`src/rblm_pkg.sv`:
```
package rblm_pkg;

  localparam int unsigned IDX_OUT_W = 3;
  localparam int unsigned LEN_W     = 16;
  localparam int unsigned FUNC_W    = 3;
  localparam int unsigned STATUS_W  = 3;

  // Event codes.
  localparam logic [FUNC_W-1:0] FUNC_START   = 3'd0;
  localparam logic [FUNC_W-1:0] FUNC_DONE    = 3'd1;
  localparam logic [FUNC_W-1:0] FUNC_ACQUIRE = 3'd2;
  localparam logic [FUNC_W-1:0] FUNC_RELEASE = 3'd3;
  localparam logic [FUNC_W-1:0] FUNC_STOP    = 3'd4;

  // Status codes.
  localparam logic [STATUS_W-1:0] ST_OK      = 3'd0;
  localparam logic [STATUS_W-1:0] ST_INVALID = 3'd1;
  localparam logic [STATUS_W-1:0] ST_BUSY    = 3'd2;
  localparam logic [STATUS_W-1:0] ST_NOFREE  = 3'd3;
  localparam logic [STATUS_W-1:0] ST_NOREADY = 3'd4;
  localparam logic [STATUS_W-1:0] ST_DMAERR  = 3'd5;

  localparam logic [LEN_W-1:0] BUFFER_SIZE_RESET = 16'd2048;

  // Outcome of one round-robin search.
  typedef struct packed {
    logic                 done;
    logic                 found;
    logic [IDX_OUT_W-1:0] idx;
  } scan_res_t;

endpackage

```
`src/rblm_scan.sv`:
```
module rblm_scan #(
  parameter int unsigned BUFFERS = 4
) (
  input  logic                                         clk_i,
  input  logic                                         rst_ni,
  input  logic                                         start_i,
  input  logic [((BUFFERS > 1) ? $clog2(BUFFERS) : 1)-1:0] base_i,
  input  logic [BUFFERS-1:0]                           want_i,
  output rblm_pkg::scan_res_t                          res_o
);
  import rblm_pkg::*;

  localparam int unsigned IDX_W = (BUFFERS > 1) ? $clog2(BUFFERS) : 1;
  localparam logic [IDX_W-1:0] LAST = IDX_W'(BUFFERS - 1);

  logic               busy_q;
  logic [IDX_W-1:0]   cand_q;
  logic [IDX_W-1:0]   cnt_q;
  logic [BUFFERS-1:0] want_q;
  scan_res_t          res_q;

  // One candidate is checked per cycle, starting at the base and wrapping.
  always_ff @(posedge clk_i or negedge rst_ni) begin
    if (!rst_ni) begin
      busy_q      <= 1'b0;
      cand_q      <= '0;
      cnt_q       <= '0;
      want_q      <= '0;
      res_q.done  <= 1'b0;
      res_q.found <= 1'b0;
      res_q.idx   <= '0;
    end else begin
      res_q.done <= 1'b0;
      if (start_i) begin
        busy_q <= 1'b1;
        cand_q <= base_i;
        cnt_q  <= '0;
        want_q <= want_i;
      end else if (busy_q) begin
        if (want_q[cand_q]) begin
          busy_q      <= 1'b0;
          res_q.done  <= 1'b1;
          res_q.found <= 1'b1;
          res_q.idx   <= IDX_OUT_W'(cand_q);
        end else if (cnt_q == LAST) begin
          busy_q      <= 1'b0;
          res_q.done  <= 1'b1;
          res_q.found <= 1'b0;
          res_q.idx   <= '0;
        end else begin
          cand_q <= (cand_q == LAST) ? '0 : cand_q + 1'b1;
          cnt_q  <= cnt_q + 1'b1;
        end
      end
    end
  end

  assign res_o = res_q;

  a_found_wanted: assert property (@(posedge clk_i) disable iff (!rst_ni)
    (busy_q && !start_i && want_q[cand_q]) |=> (res_q.done && res_q.found))
    else $error("scan missed a wanted candidate");

  a_done_after_busy: assert property (@(posedge clk_i) disable iff (!rst_ni)
    res_q.done |-> $past(busy_q))
    else $error("scan result without a running search");

  a_bounded: assert property (@(posedge clk_i) disable iff (!rst_ni)
    (busy_q && !start_i && cnt_q == LAST) |=> (res_q.done && !busy_q))
    else $error("scan ran past the last candidate");

endmodule

```
`src/rx_buffer_ring_lease_manager.sv`:
```
// Channel | Direction | Handshake                | Payload
// in      | input     | in_valid_i / in_ready_o  | func_i, xfer_len_i, length_fetch_error_i,
//         |           |                          | start_refused_i, release_index_i
// out     | output    | out_valid_o / out_ready_i| status_o, frame_serviced_o, frame_stored_o,
//         |           |                          | armed_o, armed_index_o, acquired_index_o,
//         |           |                          | acquired_length_o
// cfg     | input     | cfg_we_i (no wait)       | cfg_wdata_i (buffer size)
//
// An event that needs no search loads its result registers at accept and goes to S_FINISH.
// Start, transfer done, acquire and release with a search pass S_SCAN_GO, S_SCAN_WAIT and
// S_FINISH, while the shared scan unit checks 1 to BUFFERS ring entries, one per cycle.
// One event is in work at a time; the next beat is taken while a result waits on out.
// Reset clears all marks, lengths, pointers and sets buffer size to 2048; no sweep follows.
// A stalled out channel holds the finished result and the sequencer in its final state.
module rx_buffer_ring_lease_manager #(
  parameter int unsigned BUFFERS = 4
) (
  input  logic                               clk_i,
  input  logic                               rst_ni,
  input  logic                               in_valid_i,
  output logic                               in_ready_o,
  input  logic [rblm_pkg::FUNC_W-1:0]        func_i,
  input  logic [rblm_pkg::LEN_W-1:0]         xfer_len_i,
  input  logic                               length_fetch_error_i,
  input  logic                               start_refused_i,
  input  logic [rblm_pkg::IDX_OUT_W-1:0]     release_index_i,
  output logic                               out_valid_o,
  input  logic                               out_ready_i,
  output logic [rblm_pkg::STATUS_W-1:0]      status_o,
  output logic                               frame_serviced_o,
  output logic                               frame_stored_o,
  output logic                               armed_o,
  output logic [rblm_pkg::IDX_OUT_W-1:0]     armed_index_o,
  output logic [rblm_pkg::IDX_OUT_W-1:0]     acquired_index_o,
  output logic [rblm_pkg::LEN_W-1:0]         acquired_length_o,
  input  logic                               cfg_we_i,
  input  logic [rblm_pkg::LEN_W-1:0]         cfg_wdata_i
);
  import rblm_pkg::*;

  localparam int unsigned IDX_W = (BUFFERS > 1) ? $clog2(BUFFERS) : 1;
  localparam logic [IDX_W-1:0] LAST = IDX_W'(BUFFERS - 1);

  typedef enum logic [1:0] {
    S_IDLE,
    S_SCAN_GO,
    S_SCAN_WAIT,
    S_FINISH
  } state_e;

  state_e               state_q;
  logic [LEN_W-1:0]     bsize_q;
  logic [BUFFERS-1:0]   ready_q;
  logic [BUFFERS-1:0]   leased_q;
  logic [LEN_W-1:0]     len_q [BUFFERS];
  logic [IDX_W-1:0]     act_q;
  logic [IDX_W-1:0]     arm_ptr_q;
  logic [IDX_W-1:0]     cons_ptr_q;
  logic                 active_q;
  logic [FUNC_W-1:0]    func_q;
  logic                 refused_q;

  logic [STATUS_W-1:0]  res_status_q;
  logic                 res_serviced_q;
  logic                 res_stored_q;
  logic                 res_armed_q;
  logic [IDX_OUT_W-1:0] res_aidx_q;
  logic [IDX_OUT_W-1:0] res_qidx_q;
  logic [LEN_W-1:0]     res_qlen_q;

  logic                 out_valid_q;
  logic [STATUS_W-1:0]  out_status_q;
  logic                 out_serviced_q;
  logic                 out_stored_q;
  logic                 out_armed_q;
  logic [IDX_OUT_W-1:0] out_aidx_q;
  logic [IDX_OUT_W-1:0] out_qidx_q;
  logic [LEN_W-1:0]     out_qlen_q;

  logic                 in_fire;
  logic                 is_acquire;
  logic [IDX_W-1:0]     scan_base;
  logic [BUFFERS-1:0]   scan_want;
  scan_res_t            scan_res;
  logic [IDX_W-1:0]     hit;
  logic [IDX_W-1:0]     rel;
  logic                 rel_bad;

  assign in_ready_o = (state_q == S_IDLE);
  assign in_fire    = in_valid_i && in_ready_o;
  assign is_acquire = (func_q == FUNC_ACQUIRE);
  assign scan_base  = is_acquire ? cons_ptr_q : arm_ptr_q;
  assign scan_want  = is_acquire ? ready_q : ~(ready_q | leased_q);
  assign hit        = scan_res.idx[IDX_W-1:0];
  assign rel        = release_index_i[IDX_W-1:0];
  assign rel_bad    = ({1'b0, release_index_i} >= (IDX_OUT_W + 1)'(BUFFERS)) || !leased_q[rel];

  rblm_scan #(
    .BUFFERS (BUFFERS)
  ) u_scan (
    .clk_i   (clk_i),
    .rst_ni  (rst_ni),
    .start_i (state_q == S_SCAN_GO),
    .base_i  (scan_base),
    .want_i  (scan_want),
    .res_o   (scan_res)
  );

  always_ff @(posedge clk_i or negedge rst_ni) begin
    if (!rst_ni) begin
      state_q        <= S_IDLE;
      bsize_q        <= BUFFER_SIZE_RESET;
      ready_q        <= '0;
      leased_q       <= '0;
      for (int i = 0; i < BUFFERS; i++) len_q[i] <= '0;
      act_q          <= '0;
      arm_ptr_q      <= '0;
      cons_ptr_q     <= '0;
      active_q       <= 1'b0;
      func_q         <= FUNC_START;
      refused_q      <= 1'b0;
      res_status_q   <= ST_OK;
      res_serviced_q <= 1'b0;
      res_stored_q   <= 1'b0;
      res_armed_q    <= 1'b0;
      res_aidx_q     <= '0;
      res_qidx_q     <= '0;
      res_qlen_q     <= '0;
      out_valid_q    <= 1'b0;
      out_status_q   <= ST_OK;
      out_serviced_q <= 1'b0;
      out_stored_q   <= 1'b0;
      out_armed_q    <= 1'b0;
      out_aidx_q     <= '0;
      out_qidx_q     <= '0;
      out_qlen_q     <= '0;
    end else begin
      if (cfg_we_i) bsize_q <= cfg_wdata_i;
      if (out_valid_q && out_ready_i && state_q != S_FINISH) out_valid_q <= 1'b0;

      case (state_q)
        S_IDLE: begin
          if (in_fire) begin
            func_q         <= func_i;
            refused_q      <= start_refused_i;
            res_status_q   <= ST_OK;
            res_serviced_q <= 1'b0;
            res_stored_q   <= 1'b0;
            res_armed_q    <= 1'b0;
            res_aidx_q     <= '0;
            res_qidx_q     <= '0;
            res_qlen_q     <= '0;
            state_q        <= S_FINISH;
            case (func_i)
              FUNC_START: begin
                if (active_q) res_status_q <= ST_BUSY;
                else state_q <= S_SCAN_GO;
              end
              FUNC_DONE: begin
                if (active_q) begin
                  if (length_fetch_error_i) begin
                    res_status_q <= ST_DMAERR;
                  end else begin
                    // The frame is consumed; keep it only if it is nonzero and fits the buffer.
                    active_q       <= 1'b0;
                    res_serviced_q <= 1'b1;
                    if (xfer_len_i != '0 && xfer_len_i <= bsize_q) begin
                      len_q[act_q]   <= xfer_len_i;
                      ready_q[act_q] <= 1'b1;
                      res_stored_q   <= 1'b1;
                    end
                    state_q <= S_SCAN_GO;
                  end
                end
              end
              FUNC_ACQUIRE: state_q <= S_SCAN_GO;
              FUNC_RELEASE: begin
                if (rel_bad) begin
                  res_status_q <= ST_INVALID;
                end else begin
                  leased_q[rel] <= 1'b0;
                  len_q[rel]    <= '0;
                  if (!active_q) state_q <= S_SCAN_GO;
                end
              end
              FUNC_STOP: begin
                active_q <= 1'b0;
                ready_q  <= '0;
                leased_q <= '0;
                for (int i = 0; i < BUFFERS; i++) len_q[i] <= '0;
              end
              default: res_status_q <= ST_INVALID;
            endcase
          end
        end
        S_SCAN_GO: state_q <= S_SCAN_WAIT;
        S_SCAN_WAIT: begin
          if (scan_res.done) begin
            state_q <= S_FINISH;
            if (is_acquire) begin
              if (scan_res.found) begin
                ready_q[hit]  <= 1'b0;
                leased_q[hit] <= 1'b1;
                cons_ptr_q    <= (hit == LAST) ? '0 : hit + 1'b1;
                res_qidx_q    <= scan_res.idx;
                res_qlen_q    <= len_q[hit];
              end else begin
                res_status_q <= ST_NOREADY;
              end
            end else if (scan_res.found) begin
              if (refused_q) begin
                res_status_q <= ST_DMAERR;
              end else begin
                act_q       <= hit;
                arm_ptr_q   <= (hit == LAST) ? '0 : hit + 1'b1;
                active_q    <= 1'b1;
                res_armed_q <= 1'b1;
                res_aidx_q  <= scan_res.idx;
              end
            end else if (func_q == FUNC_START) begin
              res_status_q <= ST_NOFREE;
            end
          end
        end
        S_FINISH: begin
          if (!out_valid_q || out_ready_i) begin
            out_valid_q    <= 1'b1;
            out_status_q   <= res_status_q;
            out_serviced_q <= res_serviced_q;
            out_stored_q   <= res_stored_q;
            out_armed_q    <= res_armed_q;
            out_aidx_q     <= res_aidx_q;
            out_qidx_q     <= res_qidx_q;
            out_qlen_q     <= res_qlen_q;
            state_q        <= S_IDLE;
          end
        end
        default: state_q <= S_IDLE;
      endcase
    end
  end

  assign out_valid_o       = out_valid_q;
  assign status_o          = out_status_q;
  assign frame_serviced_o  = out_serviced_q;
  assign frame_stored_o    = out_stored_q;
  assign armed_o           = out_armed_q;
  assign armed_index_o     = out_aidx_q;
  assign acquired_index_o  = out_qidx_q;
  assign acquired_length_o = out_qlen_q;

  a_marks_disjoint: assert property (@(posedge clk_i) disable iff (!rst_ni)
    (ready_q & leased_q) == '0)
    else $error("buffer both ready and leased");

  a_active_free: assert property (@(posedge clk_i) disable iff (!rst_ni)
    active_q |-> !(ready_q[act_q] || leased_q[act_q]))
    else $error("active transfer targets an occupied buffer");

  a_scan_only_waiting: assert property (@(posedge clk_i) disable iff (!rst_ni)
    scan_res.done |-> (state_q == S_SCAN_WAIT))
    else $error("scan result outside of the wait state");

  a_accept_leaves_idle: assert property (@(posedge clk_i) disable iff (!rst_ni)
    in_fire |=> (state_q != S_IDLE))
    else $error("sequencer stayed idle after a beat");

endmodule
```
`config.mk`:
```
export PLATFORM = sky130hd
export DESIGN_NAME = rx_buffer_ring_lease_manager
export DESIGN_NICKNAME = d
export VERILOG_FILES = /design/src/rblm_pkg.sv /design/src/rblm_scan.sv /design/src/rx_buffer_ring_lease_manager.sv
export SDC_FILE = /design/constraint.sdc
export NUM_CORES = 1
export LEC_CHECK = 0
export BUFFER_PORTS_ARGS = -buffer_cell sky130_fd_sc_hd__buf_2
export CAP_MARGIN = 25
export CORE_MARGIN = 2
export CORE_UTILIZATION = 56
export CTS_BUF_LIST = sky130_fd_sc_hd__clkbuf_4 sky130_fd_sc_hd__clkbuf_8
export DETAILED_ROUTE_END_ITERATION = 6
export PLACE_DENSITY = 0.89
export SETUP_SLACK_MARGIN = 0.2
export SYNTH_ARGS = -nofsm -noshare
export SYNTH_HDL_FRONTEND = slang
export SYNTH_SLANG_ARGS = --single-unit
export TNS_END_PERCENT = 50
```
`constraint.sdc`:
```
create_clock -name clk_i -period 2.3 [get_ports clk_i]
set_clock_uncertainty 0.15 [all_clocks]
set_input_delay 0.23 -clock clk_i [delete_from_list [all_inputs] [get_ports clk_i]]
set_output_delay 0.23 -clock clk_i [all_outputs]
set_load 0.01 [all_outputs]
```
==> reports/qor.log <==
qor: synth.synthArstFlopShare 100%
qor: synth.yosysTopAreaCellShare 50.6%
qor: flow_run.max_cap_viols 0
qor: clocking.num_cts_buffers 17
qor: synth.synth.area.top_cells dfrtp_1, mux2_2, mux4_2, inv_1, ha_1
qor: timing.layout_setup_ws -246 ps
qor: finish.flow.area_growth_from_synthesis 27.1%
qor: drt.violation_count_after_the_first_detailed_routing_iteration 1010
qor: clocking.clock_path_buffers 2
qor: placement.io_buffers 72
qor: drt.drt_wl_total 25.0 mm
qor: clocking.clk_pin_slew 90 ps
qor: clocking.worst_skew_pair_later_pin_latency 460 ps
qor: min_path.min_to bsize_q[11]
qor: worst_setup_path.critical_path_required 2470 ps
qor: clocking.clock-sinks 167
qor: finish.multi_input_area 3840 um^2
qor: global_route.antenna_found_initial 0
qor: worst_setup_path.worstSetupPathType register to register
qor: global_route.grt_max_degree 64
qor: power_and_ir_drop.total_leakage_power 4.91 nW
qor: synth.yosys.area.top_type dfrtp_1
qor: global_route.grt-ovfl-total 0
qor: drt.drt_pre_antenna_iters 7
qor: die.fp.dieArea 15600 um^2
qor: finish.register_area 4180 um^2
qor: worst_setup_path.critical_path.endpoint_type register
qor: finish.final_cells 1097
qor: power_and_ir_drop.worst_ir_drop_vdd 534 uV
qor: drt.vias 7164
qor: timing.maxClockFrequency 393 MHz
qor: timing.final_period_minus_worst_setup_slack 2550 ps
qor: timing.final_min_period_over_clock_period 111%
qor: placement.globalplace.congestion 0.873
qor: synth.flip_flop_cell_with_the_highest_count_after_synthesis dfrtp_1
qor: timing.grt_setup_unrepaired true
qor: clocking.tritoncts done
qor: synth.yosys.cell_types.count 64
qor: worst_setup_path.reg2reg_setup_slack -250 ps
qor: min_path.hold_path_startpoint cfg_we_i
qor: synth.synth.avg_cell_area 11.1 um^2
qor: finish.antenna_cells 0
qor: drt.post_detailed_route_wirelength_per_cell 22.8 um
qor: worst_setup_path.worstSetupStartpointType register
qor: worst_setup_path.critPathSlowestCell dfstp_2
qor: run_status.status complete, but fails checks
qor: worst_setup_path.worst_ep_arrival_time 2720 ps
qor: timing.max_slew_margin 58.1%
qor: timing.timing_worst_slew_pin_value 629 ps
qor: synth.most_numerous_cell_in_the_yosys_netlist dfrtp_1
qor: die.die-width 125 um
qor: worst_setup_path.maximum_fanout_count_along_the_critical_path 16
qor: worst_setup_path.critPathTopFamily compound AO/OA/AOI/OAI gates
qor: die.die_height 125 um
qor: die.rows 44
qor: clocking.clock-root-buffer clkbuf_8
qor: placement.dpl_worst_slack -214 ps
qor: placement.hpwlAfterDp 13.9 mm
qor: global_route.grt_first_pass_wirelength 37.1 mm
qor: synth.synth_seq_cells 167
qor: synth.syn_inst 739
qor: worst_setup_path.rr_worst_depth 9
qor: power_and_ir_drop.total_power 12.9 mW
qor: timing.timing_max_transition_violations_final 0
qor: finish.fin_nets 971
qor: timing.report.final.hold_viol_count 0
qor: power_and_ir_drop.power_density_cells 1240 nW/um^2
qor: placement.numPlacedInstances 1028
qor: drt.postRouteAntennaNets 0
qor: clocking.cts_max_level 4
qor: synth.syn-cell-area 8210 um^2
qor: global_route.via_count_of_the_first_global_routing_pass 7107
qor: synth.number_of_enable_type_register_cells_in_the_synthesized_netlist 0
qor: worst_setup_path.worstReg2RegEnd len_q[50]
qor: min_path.hold-path-cell-count 3
qor: die.floorplan.initialDensity 56.9%
qor: worst_setup_path.worstReg2RegStart bsize_q[11]
qor: die.core-area 14400 um^2
qor: finish.layout-drive-gt1-share 36.1%
qor: worst_setup_path.critical_path.cell_chain inv_2, ha_4, nand4_1, nor4_2, a21bo_2, a31o_4, o2111ai_4, buf_12, o22ai_1
qor: worst_setup_path.worstPathBufferInverterCount 2
qor: drt.via_density_per_instance 6.53
qor: min_path.hold_path_class input pin to register
qor: timing.finalSetupViolations 68
qor: finish.fillers 883
qor: synth.yosysSeqAreaShare 50.9%
qor: timing.whs 51.5 ps
qor: synth.synthTopCellsByCount dfrtp_1, inv_1, nand2_1
qor: drt.drt_drc_violations_left 0
qor: global_route.groute.usage.overall 30.1%
qor: worst_setup_path.max_stage_delay 530 ps
qor: run_status.failing_checks setup timing
qor: die.top_level_ports 75
qor: synth.synthesis.yosys.warnings 0
-- cell type report --
| type | instances | share of cell area, % |
|---|---|---|
| clock buffers | 23 | 2.85 |
| clock inverters | 9 | 0.648 |
| inverters | 106 | 3.81 |
| multi-input cells | 432 | 36.8 |
| flip-flops and latches | 167 | 40.1 |
| well taps | 184 | 2.21 |
| repair buffers | 176 | 13.6 |
-- stage by stage --
stage	utilization [%]	area (um^2)	TNS, ps
floorplan	-	8260	-548
global placement	64.0	9230	-7100
detailed placement	64.0	9230	-9840
CTS	70.2	10100	-10090
global route	72.3	10400	-17970
finish	72.3	10400	-11550
-- worst max path at each step --
stage,startpoint,end,cells past startpoint,slack [ps]
finish,bsize_q[11],len_q[50],9,-250
global route,bsize_q[11],ready_q[2],10,-400
CTS,bsize_q[11],len_q[58],10,-190
detailed placement,bsize_q[11],len_q[34],8,-210
global placement,bsize_q[11],len_q[48],9,-120
floorplan,bsize_q[11],len_q[58],9,-40
-- sequential cells by signal (all words and copies together), names as in the netlist, 4 cells and up --
name and count:
bsize_q 16, leased_q 4, ready_q 4, len_q 64
acquired_length_o 16, res_qlen_q 16, u_scan.res_o 4, u_scan.want_q 4
-- timing repair --
item | CTS | global route
setup buffers | 9 | 1
endpoints found under the setup margin | 93 | 104
hold buffers | 25 | 0
gates cloned | 1 | 1
pin swaps | 8 | 17
hold endpoints to repair | 85 | 0
resized for setup | 30 | 50
-- layer usage --
| metal | GRT usage (%) | vias to the layer above | wire (um) |
|---|---|---|---|
| li1 | - | 2950 | - |
| met1 | 38.5 | 3484 | 9150 |
| met2 | 48.9 | 558 | 11900 |
| met3 | 6.97 | 172 | 2350 |
| met4 | 14.2 | 0 | 1560 |
| met5 | 0 | - | 0 |
-- power breakdown --
| group | switching (mW) | internal, mW | total, mW |
|---|---|---|---|
| Combinational | 3.18 | 2.75 | 5.93 |
| Clock | 1.10 | 0.876 | 1.98 |
| Sequential | 0.899 | 4.11 | 5.01 |
| Total | 5.18 | 7.74 | 12.9 |
-- logic make-up (layout without fill, tap and decap cells) --
logic type	count (synthesis)	count (layout)	share of synthesized area, %
AO/OA/AOI/OAI	206	206	18.8
other	1	2	0.0457
flip-flops	167	167	50.9
XOR/XNOR	2	2	0.213
buffers and inverters	141	314	7.44
AND/OR/NAND/NOR	139	139	8.34
multiplexers	57	57	10.2
adder cells (fa/ha/maj)	26	26	3.96
-- tightest hold or removal path, cell delays in order --
cell,delay [ps]
buf_2,240
nand2_1,100
o21ai_0,70
-- placed cells by master (no fill, tap or decap), drive strengths merged, types with 3 or more instances in the layout --
cell type / n
o21ai: 45
mux2i: 3
o22ai: 65
clkinvlp: 3
o311ai: 4
clkinv: 4
nor2: 27
a31oi: 7
buf: 150
nand3: 8
nor2b: 5
mux4: 18
ha: 26
mux2: 36
a21oi: 36
nand4: 3
a211oi: 3
clkbuf: 24
o211ai: 14
dfrtp: 166
nor4: 5
inv: 108
nand2b: 12
nand2: 53
dlygate4sd3: 25
nor3: 12
a32o: 16
nand3b: 3
(Power assumes the default switching activity.)
